### config.mk
export PLATFORM = sky130hd
export DESIGN_NAME = spi_controller_two_channel_unit
export DESIGN_NICKNAME = d
export VERILOG_FILES = /design/src/spi2c_pkg.sv /design/src/spi2c_engine.sv /design/src/spi_controller_two_channel_unit.sv
export VERILOG_INCLUDE_DIRS = /design/src /design/src/src
export SDC_FILE = /design/constraint.sdc
export NUM_CORES = 1
export LEC_CHECK = 0
export BUFFER_PORTS_ARGS = -buffer_cell sky130_fd_sc_hd__buf_4
export CAP_MARGIN = 20
export CORE_ASPECT_RATIO = 0.75
export CORE_MARGIN = 4
export CORE_UTILIZATION = 35
export DETAILED_ROUTE_END_ITERATION = 6
export GPL_TIMING_DRIVEN = 1
export HOLD_SLACK_MARGIN = 0.02
export PLACE_DENSITY = 0.65
export SLEW_MARGIN = 20
export SYNTH_ARGS = -nofsm -noshare
export SYNTH_HDL_FRONTEND = slang
export SYNTH_SLANG_ARGS = --single-unit
### constraint.sdc
create_clock -name clk -period 4 [get_ports clk]
set_input_delay 0.6 -clock clk [delete_from_list [all_inputs] [get_ports clk]]
set_output_delay 0.6 -clock clk [all_outputs]
set_load 0.02 [all_outputs]
### src/assert_macros.svh
// Assertion macros used by the top RTL file of the two-channel SPI controller.
`ifndef ASSERT_MACROS_SVH
`define ASSERT_MACROS_SVH
`ifndef NO_ASSERTIONS
// Checked on every rising edge outside reset.
`define SPI2C_ASSERT(lbl, prop, msg) \
  lbl: assert property (@(posedge clk) disable iff (!rst_n) prop) else $error(msg);
// Checked on every rising edge, reset included.
`define SPI2C_ASSERT_ALWAYS(lbl, prop, msg) \
  lbl: assert property (@(posedge clk) prop) else $error(msg);
`else
`define SPI2C_ASSERT(lbl, prop, msg)
`define SPI2C_ASSERT_ALWAYS(lbl, prop, msg)
`endif
`endif

### src/spi2c_pkg.sv
// Types, codes and constants of the two-channel SPI controller.
`timescale 1ns / 1ps
`default_nettype none
package spi2c_pkg;

  localparam int CHANNELS_DEF = 2;
  localparam int MAX_CHANNELS = 4;
  localparam int PRESENT_W    = 2;

  typedef enum logic [2:0] {
    ACT_REG_READ  = 3'd0,
    ACT_REG_WRITE = 3'd1,
    ACT_CS_PIN    = 3'd2,
    ACT_CLK_PIN   = 3'd3,
    ACT_MOSI_PIN  = 3'd4
  } action_t;

  typedef enum logic [2:0] {
    OFF_CONTROL   = 3'd0,
    OFF_STATUS    = 3'd1,
    OFF_PIN       = 3'd2,
    OFF_PRESCALER = 3'd3,
    OFF_TXDATA    = 3'd4,
    OFF_RXDATA    = 3'd5
  } reg_off_t;

  typedef enum logic [1:0] {
    MODE_POLL = 2'd0,
    MODE_IRQ  = 2'd1,
    MODE_DMA  = 2'd2,
    MODE_RSVD = 2'd3
  } mode_t;

  typedef enum logic {
    CFG_BYTE_PRESENT = 1'b0,
    CFG_BIT_PRESENT  = 1'b1
  } cfg_reg_t;

  localparam logic [6:0] CTRL_XFER_MASK = 7'h19;
  localparam logic [6:0] CTRL_RD_MATCH  = 7'h19;
  localparam logic [6:0] CTRL_WR_MATCH  = 7'h18;
  localparam logic [7:0] DUMMY_BYTE     = 8'h51;
  localparam logic [7:0] STATUS_VALUE   = 8'h01;
  localparam logic [2:0] PIN_RESET      = 3'd2;
  localparam logic [2:0] LAST_BIT       = 3'd7;

  typedef struct packed {
    action_t    action;
    logic       channel;
    reg_off_t   reg_offset;
    logic [7:0] write_data;
    logic       pin_level;
    logic [7:0] device_reply;
    logic       bit_reply;
  } item_t;

  typedef struct packed {
    logic [7:0] read_data;
    logic       transfer_start;
    logic [7:0] transfer_byte;
    logic       miso_valid;
    logic       miso_level;
    logic [1:0] irq_raise;
    logic [1:0] drq_raise;
  } result_t;

  typedef struct packed {
    logic [6:0] ctrl;
    logic [2:0] pin;
    logic [7:0] presc;
    logic [7:0] tx;
    logic [7:0] rx;
    logic [2:0] cnt;
    logic       sel;
    logic       clk_lvl;
    logic       mosi;
  } chan_state_t;

  localparam chan_state_t CHAN_RESET = '{
    ctrl: 7'd0, pin: PIN_RESET, presc: 8'd0, tx: 8'd0, rx: 8'd0,
    cnt: 3'd0, sel: 1'b0, clk_lvl: 1'b0, mosi: 1'b0
  };

endpackage
`default_nettype wire

### src/spi2c_engine.sv
// Per-channel register file and shift state; works out the result of one word.
`timescale 1ns / 1ps
`default_nettype none
module spi2c_engine #(
  parameter int CHANNELS = spi2c_pkg::CHANNELS_DEF
) (
  input  wire                                    clk,
  input  wire                                    rst_n,
  input  wire                                    fire,
  input  spi2c_pkg::item_t                       item,
  input  wire  [spi2c_pkg::PRESENT_W-1:0]        byte_present,
  input  wire  [spi2c_pkg::PRESENT_W-1:0]        bit_present,
  output spi2c_pkg::result_t                     result
);

  spi2c_pkg::chan_state_t chan_r   [CHANNELS];
  spi2c_pkg::chan_state_t chan_nxt [CHANNELS];

  always_comb begin
    spi2c_pkg::chan_state_t       cur;
    spi2c_pkg::chan_state_t       upd;
    spi2c_pkg::result_t           res;
    logic                         ch_ok;
    logic                         has_byte;
    logic                         has_bit;
    logic                         pulse;
    logic [3:0]                   sh;
    logic [7:0]                   flushed;
    logic [7:0]                   tx_new;
    logic [spi2c_pkg::MAX_CHANNELS-1:0] irq_all;
    logic [spi2c_pkg::MAX_CHANNELS-1:0] drq_all;

    ch_ok    = int'(item.channel) < CHANNELS;
    cur      = spi2c_pkg::CHAN_RESET;
    for (int c = 0; c < CHANNELS; c++) begin
      if (c == int'(item.channel)) begin
        cur = chan_r[c];
      end
    end
    has_byte = byte_present[item.channel];
    has_bit  = bit_present[item.channel];
    res      = '0;
    upd      = cur;
    pulse    = 1'b0;
    sh       = 4'd8 - {1'b0, cur.cnt};
    flushed  = cur.tx << sh;
    tx_new   = {cur.tx[6:0], cur.mosi};

    case (item.action)
      spi2c_pkg::ACT_REG_READ: begin
        case (item.reg_offset)
          spi2c_pkg::OFF_CONTROL:   res.read_data = {1'b0, cur.ctrl};
          spi2c_pkg::OFF_STATUS:    res.read_data = spi2c_pkg::STATUS_VALUE;
          spi2c_pkg::OFF_PIN:       res.read_data = {5'd0, cur.pin};
          spi2c_pkg::OFF_PRESCALER: res.read_data = cur.presc;
          spi2c_pkg::OFF_TXDATA:    res.read_data = cur.tx;
          spi2c_pkg::OFF_RXDATA: begin
            // a read in receive mode clocks the dummy byte out to fetch the next one
            if (has_byte &&
                (cur.ctrl & spi2c_pkg::CTRL_XFER_MASK) == spi2c_pkg::CTRL_RD_MATCH) begin
              res.transfer_start = 1'b1;
              res.transfer_byte  = spi2c_pkg::DUMMY_BYTE;
              upd.rx             = item.device_reply;
            end
            pulse         = 1'b1;
            res.read_data = upd.rx;
          end
          default: res.read_data = 8'd0;
        endcase
      end
      spi2c_pkg::ACT_REG_WRITE: begin
        case (item.reg_offset)
          spi2c_pkg::OFF_CONTROL: begin
            upd.ctrl = item.write_data[6:0];
            pulse    = 1'b1;
          end
          spi2c_pkg::OFF_PIN:       upd.pin   = item.write_data[2:0];
          spi2c_pkg::OFF_PRESCALER: upd.presc = item.write_data;
          spi2c_pkg::OFF_TXDATA: begin
            upd.tx = item.write_data;
            if (has_byte &&
                (cur.ctrl & spi2c_pkg::CTRL_XFER_MASK) == spi2c_pkg::CTRL_WR_MATCH) begin
              res.transfer_start = 1'b1;
              res.transfer_byte  = item.write_data;
              upd.rx             = item.device_reply;
            end
            pulse = 1'b1;
          end
          default: upd = cur;
        endcase
      end
      spi2c_pkg::ACT_CS_PIN: begin
        if (cur.sel || item.pin_level) begin
          // flush a partial byte, left-aligned; the bit count stays
          if (cur.cnt != 3'd0 && has_byte && !has_bit) begin
            upd.tx             = flushed;
            res.transfer_start = 1'b1;
            res.transfer_byte  = flushed;
            upd.rx             = item.device_reply;
          end
        end else begin
          upd.cnt = 3'd0;
        end
        upd.sel = ~item.pin_level;
      end
      spi2c_pkg::ACT_CLK_PIN: begin
        if (cur.sel && !cur.clk_lvl && item.pin_level) begin
          res.miso_valid = 1'b1;
          if (has_bit) begin
            res.miso_level = item.bit_reply;
          end else begin
            upd.tx         = tx_new;
            res.miso_level = cur.rx[7];
            upd.rx         = {cur.rx[6:0], 1'b0};
            upd.cnt        = cur.cnt + 3'd1;
            if (cur.cnt == spi2c_pkg::LAST_BIT) begin
              if (has_byte) begin
                res.transfer_start = 1'b1;
                res.transfer_byte  = tx_new;
                upd.rx             = item.device_reply;
              end
              upd.cnt = 3'd0;
            end
          end
        end
        upd.clk_lvl = item.pin_level;
      end
      spi2c_pkg::ACT_MOSI_PIN: upd.mosi = item.pin_level;
      default: upd = cur;
    endcase

    for (int c = 0; c < CHANNELS; c++) begin
      chan_nxt[c] = chan_r[c];
      if (fire && ch_ok && c == int'(item.channel)) begin
        chan_nxt[c] = upd;
      end
    end

    // pulses reflect every channel's mode after this word's update
    irq_all = '0;
    drq_all = '0;
    for (int c = 0; c < CHANNELS; c++) begin
      if (ch_ok && c == int'(item.channel)) begin
        if (upd.ctrl[6:5] == spi2c_pkg::MODE_IRQ) irq_all[c] = 1'b1;
        else if (upd.ctrl[6:5] == spi2c_pkg::MODE_DMA) drq_all[c] = 1'b1;
      end else begin
        if (chan_r[c].ctrl[6:5] == spi2c_pkg::MODE_IRQ) irq_all[c] = 1'b1;
        else if (chan_r[c].ctrl[6:5] == spi2c_pkg::MODE_DMA) drq_all[c] = 1'b1;
      end
    end
    if (pulse) begin
      res.irq_raise = irq_all[1:0];
      res.drq_raise = drq_all[1:0];
    end
    if (!ch_ok) begin
      res = '0;
    end
    result = res;
  end

  always_ff @(posedge clk) begin
    for (int c = 0; c < CHANNELS; c++) begin
      if (!rst_n) begin
        chan_r[c] <= spi2c_pkg::CHAN_RESET;
      end else begin
        chan_r[c] <= chan_nxt[c];
      end
    end
  end

endmodule
`default_nettype wire

### src/spi_controller_two_channel_unit.sv
// Two-channel SPI controller: bus register access and pin-event shifting.
//
// Input channel (in_*): one word per bus access or pin event. in_tuser holds
// the action, in_tdata the channel, register offset, write byte, pin level and
// the byte and bit answers of the attached devices.
// Result channel (out_*): exactly one word per input word, carrying the read
// value, the byte handed to the byte device, the MISO drive and the
// per-channel interrupt and DMA request pulses.
// Configuration (cfg_*): APB port with two registers, byte_device_present at
// 0x0 and bit_device_present at 0x4; write them only while the block is idle.
// Path: a word accepted is registered in the input stage, worked out by the engine
// and registered in the result register before it shows on out_*. Throughput: one
// word per cycle while out_tready is high, set by the register update of the channel state.
// Reset: all channel registers go to their reset values (pin register 2),
// both presence masks clear, and both pipeline stages empty.
// Stall: the result register holds while out_tready is low; the input stage
// still takes one more word, then in_tready drops until the result is taken.
`timescale 1ns / 1ps
`default_nettype none
`include "assert_macros.svh"
module spi_controller_two_channel_unit #(
  parameter int CHANNELS = spi2c_pkg::CHANNELS_DEF
) (
  input  wire         clk,
  input  wire         rst_n,
  input  wire         in_tvalid,
  output logic        in_tready,
  // [0] channel, [3:1] reg_offset, [11:4] write_data, [12] pin_level,
  // [20:13] device_reply, [21] bit_reply, [23:22] zero
  input  wire  [23:0] in_tdata,
  // [2:0] action
  input  wire  [2:0]  in_tuser,
  output logic        out_tvalid,
  input  wire         out_tready,
  // [7:0] read_data, [8] transfer_start, [16:9] transfer_byte, [17] miso_valid,
  // [18] miso_level, [20:19] irq_raise, [22:21] drq_raise, [23] zero
  output logic [23:0] out_tdata,
  input  wire         cfg_psel,
  input  wire         cfg_penable,
  input  wire         cfg_pwrite,
  input  wire  [2:0]  cfg_paddr,
  input  wire  [31:0] cfg_pwdata,
  output logic [31:0] cfg_prdata,
  output logic        cfg_pready
);

  logic                                  item_valid_r;
  spi2c_pkg::item_t                      item_r;
  logic                                  out_valid_r;
  spi2c_pkg::result_t                    out_data_r;
  spi2c_pkg::result_t                    result;
  logic [spi2c_pkg::PRESENT_W-1:0]       byte_present_r;
  logic [spi2c_pkg::PRESENT_W-1:0]       bit_present_r;
  logic                                  fire;
  logic                                  cfg_wr;
  spi2c_pkg::cfg_reg_t                   cfg_sel;

  assign fire       = item_valid_r && (!out_valid_r || out_tready);
  assign in_tready  = !item_valid_r || fire;
  assign out_tvalid = out_valid_r;
  assign out_tdata  = {1'b0, out_data_r.drq_raise, out_data_r.irq_raise,
                       out_data_r.miso_level, out_data_r.miso_valid,
                       out_data_r.transfer_byte, out_data_r.transfer_start,
                       out_data_r.read_data};

  assign cfg_pready = 1'b1;
  assign cfg_sel    = spi2c_pkg::cfg_reg_t'(cfg_paddr[2]);
  assign cfg_wr     = cfg_psel && cfg_penable && cfg_pwrite && cfg_pready;

  always_comb begin
    case (cfg_sel)
      spi2c_pkg::CFG_BYTE_PRESENT: cfg_prdata = {30'd0, byte_present_r};
      spi2c_pkg::CFG_BIT_PRESENT:  cfg_prdata = {30'd0, bit_present_r};
      default:                     cfg_prdata = 32'd0;
    endcase
  end

  always_ff @(posedge clk) begin
    if (!rst_n) begin
      byte_present_r <= '0;
      bit_present_r  <= '0;
    end else if (cfg_wr) begin
      if (cfg_sel == spi2c_pkg::CFG_BYTE_PRESENT) byte_present_r <= cfg_pwdata[1:0];
      else bit_present_r <= cfg_pwdata[1:0];
    end
  end

  // input stage
  always_ff @(posedge clk) begin
    if (!rst_n) begin
      item_valid_r <= 1'b0;
    end else if (in_tready) begin
      item_valid_r <= in_tvalid;
    end
    if (in_tvalid && in_tready) begin
      item_r.action       <= spi2c_pkg::action_t'(in_tuser);
      item_r.channel      <= in_tdata[0];
      item_r.reg_offset   <= spi2c_pkg::reg_off_t'(in_tdata[3:1]);
      item_r.write_data   <= in_tdata[11:4];
      item_r.pin_level    <= in_tdata[12];
      item_r.device_reply <= in_tdata[20:13];
      item_r.bit_reply    <= in_tdata[21];
    end
  end

  spi2c_engine #(
    .CHANNELS(CHANNELS)
  ) u_engine (
    .clk         (clk),
    .rst_n       (rst_n),
    .fire        (fire),
    .item        (item_r),
    .byte_present(byte_present_r),
    .bit_present (bit_present_r),
    .result      (result)
  );

  // result register: hold while the receiver stalls
  always_ff @(posedge clk) begin
    if (!rst_n) begin
      out_valid_r <= 1'b0;
    end else if (fire) begin
      out_valid_r <= 1'b1;
    end else if (out_tready) begin
      out_valid_r <= 1'b0;
    end
    if (fire) begin
      out_data_r <= result;
    end
  end

  `SPI2C_ASSERT(a_ready_low_only_when_full,
    !in_tready |-> (item_valid_r && out_valid_r && !out_tready),
    "input refused while a stage is free")
  `SPI2C_ASSERT(a_result_from_fire, $rose(out_valid_r) |-> $past(fire),
    "result appeared without a processed word")
  `SPI2C_ASSERT(a_irq_drq_exclusive,
    out_valid_r |-> ((out_data_r.irq_raise & out_data_r.drq_raise) == 2'b00),
    "interrupt and DMA pulse on the same channel")
  `SPI2C_ASSERT_ALWAYS(a_reset_empties, !rst_n |=> (!out_valid_r && !item_valid_r),
    "pipeline not empty after reset")

endmodule
`default_nettype wire
# Yosys cells after proc, flatten, opt, wreduce, memory -nomap -nowiden
# Memory sizes are Yosys's and may differ from the RTL's.
# Cells that the tools add are included.
# totals
register_bits,54
ram_bits,80
out_inout_bits,59
wordCells,137
n_memories,1
# mem_list
memory,words,word_bits,read_ports,rd_ports_with_merged_regs,wr,line_no,source
u_engine.chan_r,2,40,2,0,2,spi2c_engine.sv:16,spi2c_pkg::chan_state_t chan_r [CHANNELS];
# classes
addsub,2
magnitude_cmp,1
eq_ne,18
shift,1
n_mux,64
bitwise_logic,5
reduce_logical,27
# ops
operator,n
40-bit 2-to-1 mux,5
9-bit 2-to-1 mux,9
32-bit case mux with 2 select lines,1
16-bit 2-to-1 mux,3
8-bit case mux with 6 select lines,1
8-bit 2-to-1 mux,5
19-bit 2-to-1 mux,2
9-bit case mux with 4 select lines,1
8-bit case mux with 4 select lines,1
1-bit 2-to-1 mux,27
8-bit case mux with 3 select lines,1
11-bit 2-to-1 mux,2
"3-bit equality test, second input constant",6
18-bit 2-to-1 mux,1
"3-bit by 2-bit equality test with 1-bit output, second input constant",4
1-bit logical AND,12
8-bit by 4-bit << shifter with 8-bit output,1
7-bit 2-to-1 mux,1
"2-bit by 1-bit equality test with 1-bit output, second input constant",3
"2-bit equality test, second input constant",3
"3-bit by 1-bit equality test with 1-bit output, second input constant",2
3-bit logical NOT,2
3-bit 2-to-1 mux,2
3-bit case mux with 2 select lines,1
other kinds (12),22

# Depth between registers and ports, before layout
# Gate-level depths: netlist of the first run.
# An unclocked memory read counts as a cell.
# logic_depth
ltp_word,10
ltp_mapped,15
depth_no_buf,9

# Modules after synthesis
# Synthesis of the first run repeated with hierarchy kept, for this count alone.
# hier_totals
cells_unflattened,775
hier_area_um2,7334.5
# by_module_without_submodules
module,n_inst,cells_per_inst,area_per_inst_um2
spi2c_engine,1,665,5355.1
spi_controller_two_channel_unit,1,110,1979.4

# Least setup slack after synthesis of the first run
# Ideal clock, no wire load.
# synth_timing
path_type,reg2reg
start,register item_r[21] (netlist name)
end,memory u_engine.chan_r[0][21] (netlist name)
setup_time_ps,115
arrival_time_ps,3683
required_ps,3885
slack_ps,202
stages_incl_launch_ff,16
n_path_buf,6
synth_period_minus_slack_ps,3798
cell_sequence,edfxtp_1 > buf_6 > buf_2 > buf_2 > buf_2 > buf_2 > mux2i_1 > ha_1 > ha_1 > or4b_4 > a22o_1 > buf_6 > a22oi_4 > a21o_1 > or4b_1 > o21ba_1
# synth_lines
element,line_no,source
from (decl),spi_controller_two_channel_unit.sv:48,spi2c_pkg::item_t item_r;
to (decl),spi2c_engine.sv:16,

==> results of run 1 <==
==> synth_stat cells (7+ instances only) <==
library cell,number,area [um^2]
nor3_1,14,70.1
nand3_1,67,335
nand2_1,74,278
a211oi_1,7,52.6
buf_4,32,240
a31oi_1,7,43.8
mux2_2,24,270
a21boi_0,34,255
and2_1,7,43.8
o21ai_0,74,370
mux4_2,7,158
nand3b_1,7,52.6
mux2i_1,43,430
edfxtp_1,48,1440
buf_2,8,40.0
o22ai_1,10,62.6
a21oi_1,35,175
nor3b_1,10,75.1
nor2b_1,11,68.8
dfxtp_1,86,1720
nor2_1,48,180
clkbuf_1,46,173
==> critical path, stage by stage (launching register included) <==
cell and delay [ns]:
edfxtp_1 0.52, mux2i_2 0.27, ha_1 0.22, ha_1 0.23
or4b_4 0.49, a22o_1 0.37, a22o_1 0.39, a2111oi_0 0.74
o21ai_0 0.19
==> state kept, by name (all words and copies together), names as in the netlist <==
signal           flops
bit_present_r        2
byte_present_r       2
item_r              25
item_valid_r         1
out_tdata           23
out_tvalid           1
u_engine.chan_r     80
==> worst paths after layout <==
kind | cells past startpoint | endpoint | start
min | 1 | item_r[4] | in_tdata[16]
min reg2reg | 2 | u_engine.chan_r[1][26] | u_engine.chan_r[1][26]
max reg2reg | 8 | u_engine.chan_r[1][16] | item_r[21]
max | 8 | u_engine.chan_r[1][16] | item_r[21]
==> cell families (layout without fill, tap and decap cells) <==
kind of cell,after synthesis,after routing,share of synthesized area [%]
other,2,32,0.101
AO/OA/AOI/OAI,226,226,20.3
multiplexers,75,75,11.7
adder cells (fa/ha/maj),4,4,0.674
flip-flops,134,134,42.6
buffers and inverters,99,120,6.97
AND/OR/NAND/NOR,264,264,17.6
==> power by group through the flow <==
stage                     registers, mW  clock network, mW  logic [mW]
after CTS                          1.50               1.59       0.328
after detailed placement           1.53                  0       0.327
after floorplan                    1.52                  0       0.240
after global placement             1.53                  0       0.324
after global routing               1.50               1.65       0.360
final                              1.50               1.57       0.335
==> cell type report <==
| cell class | instances | share of cell area [%] |
|---|---|---|
| clock buffer | 18 | 5.11 |
| clock inverter | 14 | 1.76 |
| inverter | 8 | 0.349 |
| multi-input combinational | 601 | 44.9 |
| sequential | 134 | 36.8 |
| tap | 282 | 4.10 |
| timing repair buffer | 80 | 6.98 |
==> metal layers <==
| layer | GRT usage [%] | up-vias |
|---|---|---|
| met5 | 0 | - |
| met1 | 27.7 | 3070 |
| met3 | 4.85 | 25 |
| met4 | 4.37 | 0 |
| met2 | 23.2 | 296 |
| li1 | - | 2998 |
==> per-stage QoR <==
stage          util (%)  instance area, um^2
3_3_place_gp       39.0                 8010
6_report           41.8                 8600
4_1_cts            41.8                 8600
2_1_floorplan         -                 7540
3_5_place_dp       39.0                 8010
5_1_grt            41.8                 8600
==> results.txt, run 1 <==
Status - finished, final reports clean
Final worst-path setup slack - 0.426 ns
Via/cell ratio - 5.62
Clk root buf - clkbuf_16
Layout cells sized above 1 - 18.7%
Crit path required time - 4.27 ns
Total power - 3.40 mW
Cells after synthesis - 804
EDFF count, synth - 48
N_diodes - 0
Worst hold path class - input pin to flop
Drt first-iter violations - 730
Mapped Area - 0.00743 mm^2
Clock sinks - 134
Ys flop type - dfxtp_1
Register share of total power - 44.1%
Flops & latches, synth - 134
Power Dens Cells - 395 mW/mm^2
First-pass GRT wire length - 32.8 mm
Max capacitance violation total - 0
Peak supply drop - 228 uV
Register area share after synthesis - 42.6%
Worst R2R Setup Slack - 0.43 ns
Largest net degree at the start of global routing - 105
CTS clock-pin slew for the worst setup and hold paths - 0.06 ns
DRT met1 WL - 10.6 mm
Initial antenna violation count - 0
Rel. slew slack - 28.4%
I/O Buffers - 61
F_max - 280 MHz
Clock Skew - 0.00911 ns
Minimum hold slack - 0.351 ns
Post-CTS Setup Inserts - 0
CTS tree - done
Die X - 176 um
CORE AREA - 0.0206 mm^2
Most frequent cells in the layout - 86 x dfxtp_1, 80 x buf_4, 74 x nand2_1, 74 x o21ai_0, 67 x nand3_1
Ys Warns - 0
Setup-failing EPs final - 0
Total gr overflow - 0
Post-layout min period - 3.57 ns
Post-CTS sizing - 0
CP arrival - 3.84 ns
Dpl hpwl - 14.6 mm
Placer congestion estimate - 0.984
Startpoint types - flop
Least-Margin Pin Slew - 1.07 ns
Register Area - 0.00316 mm^2
Period utilization - 89.4%
Nets - 915
Routed length per placed instance - 18.7 um
H-tree levels - 4
Clock latency on the worst-skew pair - 0.42 ns
DRT Wirelength - 21.3 mm
Worst-case clock buffer depth - 2
Detailed-route via count - 6389
1st-pass router iterations - 5
Final Instance Count excl. Fillers - 1137
GRT Total Usage - 17.5%
Number of global-route vias before repair - 5753
Worst slack at placement - 0.567 ns
Crit end category - flop
Syn Area/Cell - 9.24 um^2
Multi-input logic area - 0.00386 mm^2
Overall die area - 0.0236 mm^2
Comb pwr share - 9.9%
Area delta synth->final - 15.8%
Metal3 WL - 1.96 mm
Detailed-routed wire length on met2 - 8.50 mm
TNS Setup - 0 ns
# IOs - 128
Starting Density - 36.1%
CP max FO - 7
Internal - 2.51 mW
Die span in y - 134 um
Unrepaired setup endpoints after global routing - no
Fill count - 1963
Dpl cells - 1105
Sw Ratio - 26.1%
Asr flop ratio synth - 0%
Final max-slew violation count - 0
DRC - 0
DR top layer - met4
Rows - 45
Netlist cell types - 79
Fin. Hold Viols - 0
CTS Hold Buffers Added - 0
Commonest non-fill, non-tap cell in the layout - dfxtp_1
CP Class - flop to flop
Leakage power - 3.23 nW
TritonCTS Buffers - 17
Switch Pwr - 888 uW
Clk pwr share - 46.0%
Post-route ant nets - 0
Note: power is estimated with default switching activity, not from simulation.
==> run 2: changes to the inputs <==
PLACE_DENSITY = default   (was 0.65)
==> run 2 against run 1 <==
Effect of this change:
- first-iteration DRC count increased by 9.9%
- routed wire length increased by 0.18%
- non-clock buffer count increased by 1
- clock skew decreased by 0.0033 ns
- clock power about the same
- hold slack about the same
- cell count about the same
- sequential share of layout area decreased by 0.059 points
- critical path type unchanged
==> results.txt, run 2 (synthesis results as in run 1) <==
Post-layout min period - 3.56 ns (was 3.57 ns)
1st-pass router iterations - 5 (unchanged)
First-pass GRT wire length - 32.8 mm (about the same)
RR Startpoint - item_r[21] (unchanged)
Detailed-route via count - 6361 (was 6389)
Period utilization - 89.0% (was 89.4%)
Post-route ant nets - 0 (unchanged)
Crit path required time - 4.27 ns (about the same)
Final worst-path setup slack - 0.442 ns (was 0.426 ns)
Most frequent cells in the layout - 86 x dfxtp_1, 81 x buf_4, 74 x nand2_1, 74 x o21ai_0, 67 x nand3_1 (was 86 x dfxtp_1, 80 x buf_4, 74 x nand2_1, 74 x o21ai_0, 67 x nand3_1)
Total power - 3.42 mW (was 3.40 mW)
Post-CTS Setup Inserts - 0 (unchanged)
Worst Setup SP - item_r[21] (unchanged)
F_max - 281 MHz (was 280 MHz)
Least-Margin Pin Slew - 1.04 ns (was 1.07 ns)
Multi-input logic area - 0.00386 mm^2 (unchanged)
TNS Setup - 0 ns (unchanged)
Status - finished, final reports clean (unchanged)
Power Dens Cells - 397 mW/mm^2 (was 395 mW/mm^2)
Routed length per placed instance - 18.8 um (was 18.7 um)
Die X - 176 um (unchanged)
Startpoint types - flop (unchanged)
Rows - 45 (unchanged)
Clock Skew - 0.00585 ns (was 0.00911 ns)
CORE AREA - 0.0206 mm^2 (unchanged)
Initial antenna violation count - 0 (unchanged)
Clock latency on the worst-skew pair - 0.42 ns (about the same)
I/O Buffers - 61 (unchanged)
Fin util - 41.9% (was 41.8%)
Worst-case clock buffer depth - 2 (unchanged)
CTS clock-pin slew for the worst setup and hold paths - 0.06 ns (about the same)
CTS tree - done (unchanged)
Dpl hpwl - 14.5 mm (was 14.6 mm)
Reg2Reg Depth - 8 (unchanged)
Nets - 916 (was 915)
Crit end category - flop (unchanged)
Placer congestion estimate - 0.888 (was 0.984)
H-tree levels - 4 (unchanged)
Total gr overflow - 0 (unchanged)
Largest net degree at the start of global routing - 105 (unchanged)
Minimum hold slack - 0.352 ns (was 0.351 ns)
N_diodes - 0 (unchanged)
GRT Total Usage - 17.6% (was 17.5%)
Setup-failing EPs final - 0 (unchanged)
Worst hold start - in_tdata[9] (was in_tdata[16])
Rel. slew slack - 30.7% (was 28.4%)
Worst slack at placement - 0.487 ns (was 0.567 ns)
Starting Density - 36.1% (unchanged)
Clock sinks - 134 (unchanged)
Clk root buf - clkbuf_16 (unchanged)
Commonest non-fill, non-tap cell in the layout - dfxtp_1 (unchanged)
Worst R2R Setup Slack - 0.44 ns (was 0.43 ns)
Via/cell ratio - 5.59 (was 5.62)
Max capacitance violation total - 0 (unchanged)
Overall die area - 0.0236 mm^2 (unchanged)
FF-to-FF End - u_engine.chan_r[0][15] (was u_engine.chan_r[1][16])
Worst Hold Depth - 1 (unchanged)
Max FFs per register - 80 (unchanged)
Post-CTS sizing - 0 (unchanged)
Worst hold path class - input pin to flop (unchanged)
Most flops, register - u_engine.chan_r (unchanged)
Area delta synth->final - 16.0% (was 15.8%)
Unrepaired setup endpoints after global routing - no (unchanged)
Final max-slew violation count - 0 (unchanged)
Die span in y - 134 um (unchanged)
Peak supply drop - 225 uV (was 228 uV)
DRC - 0 (unchanged)
TritonCTS Buffers - 17 (unchanged)
CP max FO - 11 (was 7)
Fill count - 2034 (was 1963)
CP arrival - 3.83 ns (was 3.84 ns)
CTS Hold Buffers Added - 0 (unchanged)
# IOs - 128 (unchanged)
DRT Wirelength - 21.3 mm (about the same)
Layout cells sized above 1 - 18.5% (was 18.7%)
Drt first-iter violations - 802 (was 730)
Fin. Hold Viols - 0 (unchanged)
Leakage power - 3.24 nW (was 3.23 nW)
CP Class - flop to flop (unchanged)
Hold endpoint - item_r[15] (was item_r[4])
Register Area - 0.00316 mm^2 (unchanged)
Number of global-route vias before repair - 5750 (was 5753)
run 2: cell types whose count changed in the layout (fill, tap and decap cells not counted):
cell,previous run,this run
clkbuf_1,0,3
inv_6,3,0
clkbuf_16,17,18
clkbuf_8,1,3
clkinvlp_4,4,2
clkinv_4,3,0
clkinv_2,1,3
buf_4,80,81
run 2: worst max-delay path, cell delays in order (launching register included):
cell and delay, ns:
edfxtp_1 0.59, mux2i_2 0.30, ha_1 0.23, ha_1 0.21, or4b_4 0.49, a22o_1 0.37
a22o_1 0.37, a2111oi_0 0.65, o21ai_0 0.20
run 2: metal layers:
metal  wire length (um)  track usage, %  part of all wire, %  up-vias
li1                   -               -                    -     3006
met1              10600            28.2                   50     3018
met2               8470            22.8                   40      314
met3               1960            3.89                  9.2       23
met4                280            5.76                  1.3        0
met5                  0               0                    0        -
run 2: how the worst max path moves through the flow:
| stage | endpoint | slack (ns) | cells after the start |
|---|---|---|---|
| after global routing | u_engine.chan_r[0][15] | 0.21 | 8 |
| after global placement | u_engine.chan_r[0][21] | 0.56 | 9 |
| after CTS | u_engine.chan_r[0][15] | 0.49 | 8 |
| after floorplan | u_engine.chan_r[0][21] | 0.20 | 15 |
| after detailed placement | u_engine.chan_r[0][15] | 0.49 | 8 |
| final | u_engine.chan_r[0][15] | 0.44 | 8 |
run 2: metrics by stage:
step                area [um^2]  instances
floorplan                  7540        834
global placement           8020       1106
detailed placement         8020       1106
CTS                        8610       1138
global route               8610       1138
finish                     8610       1138
run 2: report_power, final:
| part | internal, mW | total [mW] | switching (mW) |
|---|---|---|---|
| sequential | 1.46 | 1.50 | 0.0439 |
| clock | 0.999 | 1.59 | 0.587 |
| combinational | 0.119 | 0.333 | 0.214 |
| total | 2.57 | 3.42 | 0.845 |
run 2: area by class of cell:
class	instances	area share [%]
multi-input combinational	601	44.8
tap	282	4.10
clock buffer	24	5.84
clock inverter	8	1.09
timing repair buffer	81	7.06
inverter	8	0.349
sequential	134	36.7
==> run 3: changes to the inputs <==
CORE_MARGIN = 3   (was 4)
CORE_UTILIZATION = 51   (was 35)
GPL_ROUTABILITY_DRIVEN = 0   (was default)
PLACE_DENSITY = 0.76   (was default)
==> run 3 against run 2 <==
Effect of this change:
- non-clock buffer count stayed put
- clock skew increased by 0.0021 ns
- combinational power shrank 2%
- sequential power about the same
- register-to-register slack gained 0.15 ns
- via count is essentially flat
- global-route usage increased by 6.6 points
- total power rose by 1.8%
- clock power up 4%
- routed wire length decreased by 8.1%
==> results.txt, run 3 (synthesis results as in run 1) <==
Status - finished, final reports clean (unchanged)
Number of global-route vias before repair - 5758 (was 5750)
Leakage power - 3.26 nW (was 3.24 nW)
Unrepaired setup endpoints after global routing - no (unchanged)
Die span in y - 111 um (was 134 um)
Via/cell ratio - 6.05 (was 5.59)
Crit path largest cell delay - 0.61 ns (was 0.65 ns)
Clock sinks - 134 (unchanged)
Slowest-stage cell, CP - a2111oi_0 (unchanged)
Post-layout min period - 3.41 ns (was 3.56 ns)
Startpoint types - flop (unchanged)
TritonCTS Buffers - 17 (unchanged)
Post-CTS sizing - 0 (unchanged)
Commonest non-fill, non-tap cell in the layout - dfxtp_1 (unchanged)
Kind of cell adding the most delay to the critical path - compound AO/OA/AOI/OAI gates (unchanged)
# IOs - 128 (unchanged)
Max FFs per register - 80 (unchanged)
CP Class - flop to flop (unchanged)
Period utilization - 85.1% (was 89.0%)
Least-Margin Pin Slew - 1.01 ns (was 1.04 ns)
Dpl hpwl - 13.2 mm (was 14.5 mm)
CP max FO - 37 (was 11)
Initial antenna violation count - 0 (unchanged)
CTS clock-pin slew for the worst setup and hold paths - 0.06 ns (about the same)
Detailed-route via count - 6357 (was 6361)
CTS Hold Buffers Added - 0 (unchanged)
Rows - 37 (was 45)
CP arrival - 3.68 ns (was 3.83 ns)
Starting Density - 53.1% (was 36.1%)
CTS tree - done (unchanged)
Worst hold path class - input pin to flop (unchanged)
Die X - 145 um (was 176 um)
Most flops, register - u_engine.chan_r (unchanged)
Rel. slew slack - 32.8% (was 30.7%)
DRC - 0 (unchanged)
GRT Total Usage - 24.2% (was 17.6%)
Crit path required time - 4.27 ns (about the same)
First-pass GRT wire length - 31.4 mm (was 32.8 mm)
Area delta synth->final - 14.8% (was 16.0%)
Worst slack at placement - 0.655 ns (was 0.487 ns)
Clock latency on the worst-skew pair - 0.42 ns (about the same)
Clock Skew - 0.00791 ns (was 0.00585 ns)
Total power - 3.48 mW (was 3.42 mW)
Peak supply drop - 324 uV (was 225 uV)
Layout cells sized above 1 - 18.7% (was 18.5%)
Routed length per placed instance - 18.7 um (was 18.8 um)
Clk root buf - clkbuf_16 (unchanged)
Critical path cell sequence - buf_4 -> buf_4 -> nand4bb_1 -> a22o_1 -> a22o_1 -> a2111oi_0 -> o21ai_0 (was mux2i_2 -> ha_1 -> ha_1 -> or4b_4 -> a22o_1 -> a22o_1 -> a2111oi_0 -> o21ai_0)
CP bufs+invs - 2 (was 0)
H-tree levels - 4 (unchanged)
Nets - 916 (unchanged)
Post-CTS Setup Inserts - 0 (unchanged)
Max capacitance violation total - 0 (unchanged)
Fin util - 61.0% (was 41.9%)
Post-route ant nets - 0 (unchanged)
Design Area, Final - 0.00853 mm^2 (was 0.00861 mm^2)
Crit end category - flop (unchanged)
Most frequent cells in the layout - 86 x dfxtp_1, 81 x buf_4, 74 x nand2_1, 74 x o21ai_0, 67 x nand3_1 (unchanged)
DP Area - 0.00791 mm^2 (was 0.00802 mm^2)
N_diodes - 0 (unchanged)
F_max - 294 MHz (was 281 MHz)
Largest net degree at the start of global routing - 105 (unchanged)
Total gr overflow - 0 (unchanged)
TNS Setup - 0 ns (unchanged)
Worst-case clock buffer depth - 2 (unchanged)
I/O Buffers - 61 (unchanged)
Setup-failing EPs final - 0 (unchanged)
DRT Wirelength - 19.6 mm (was 21.3 mm)
Drt first-iter violations - 764 (was 802)
Overall die area - 0.0161 mm^2 (was 0.0236 mm^2)
Final worst-path setup slack - 0.594 ns (was 0.442 ns)
Fin. Hold Viols - 0 (unchanged)
Power Dens Cells - 408 mW/mm^2 (was 397 mW/mm^2)
CORE AREA - 0.0140 mm^2 (was 0.0206 mm^2)
1st-pass router iterations - 5 (unchanged)
Final max-slew violation count - 0 (unchanged)
==> run 3: cell count changes in the layout (fill, tap and decap cells not counted), sizes merged <==
cell / change
clkinv: +3
clkbuf: -5
bufinv: +2
==> run 3: worst paths after layout <==
kind / start / end / slack, ns / cells past startpoint
worst min register to register: u_engine.chan_r[1][27] / u_engine.chan_r[1][27] / 0.47 / 2
worst min-delay path: in_tdata[2] / item_r[19] / 0.35 / 1
worst max-delay path: item_r[21] / u_engine.chan_r[0][15] / 0.59 / 7
worst max register to register: item_r[21] / u_engine.chan_r[0][15] / 0.59 / 7
==> run 3: area by class of cell <==
class / instances / area (um^2)
fillers: 1224 / 5450
multi-input cells: 601 / 3860
flip-flops and latches: 134 / 3160
repair buffers: 81 / 608
clock buffers: 19 / 443
well taps: 195 / 244
clock inverters: 13 / 180
inverters: 8 / 30.0
==> run 3: per-layer routing <==
metal,GRT usage (%),part of all wire [%],vias up
met1,37.0,47,2969
met2,33.8,41,353
met5,0,0,-
met3,4.63,9.8,37
li1,-,-,2998
met4,8.41,2.1,0
==> run 3: power by group <==
| group | internal [mW] | leakage, nW | switching (mW) |
|---|---|---|---|
| combinational | 0.119 | 1.81 | 0.209 |
| clock | 1.06 | 0.300 | 0.597 |
| sequential | 1.46 | 1.15 | 0.0435 |
==> run 3: metrics by stage <==
step | instances | hold WS [ns]
3_5_place_dp | 1019 | 0.462
4_1_cts | 1051 | 0.342
6_report | 1051 | 0.352
5_1_grt | 1051 | 0.342
3_3_place_gp | 1019 | 0.452
2_1_floorplan | 834 | 0.438
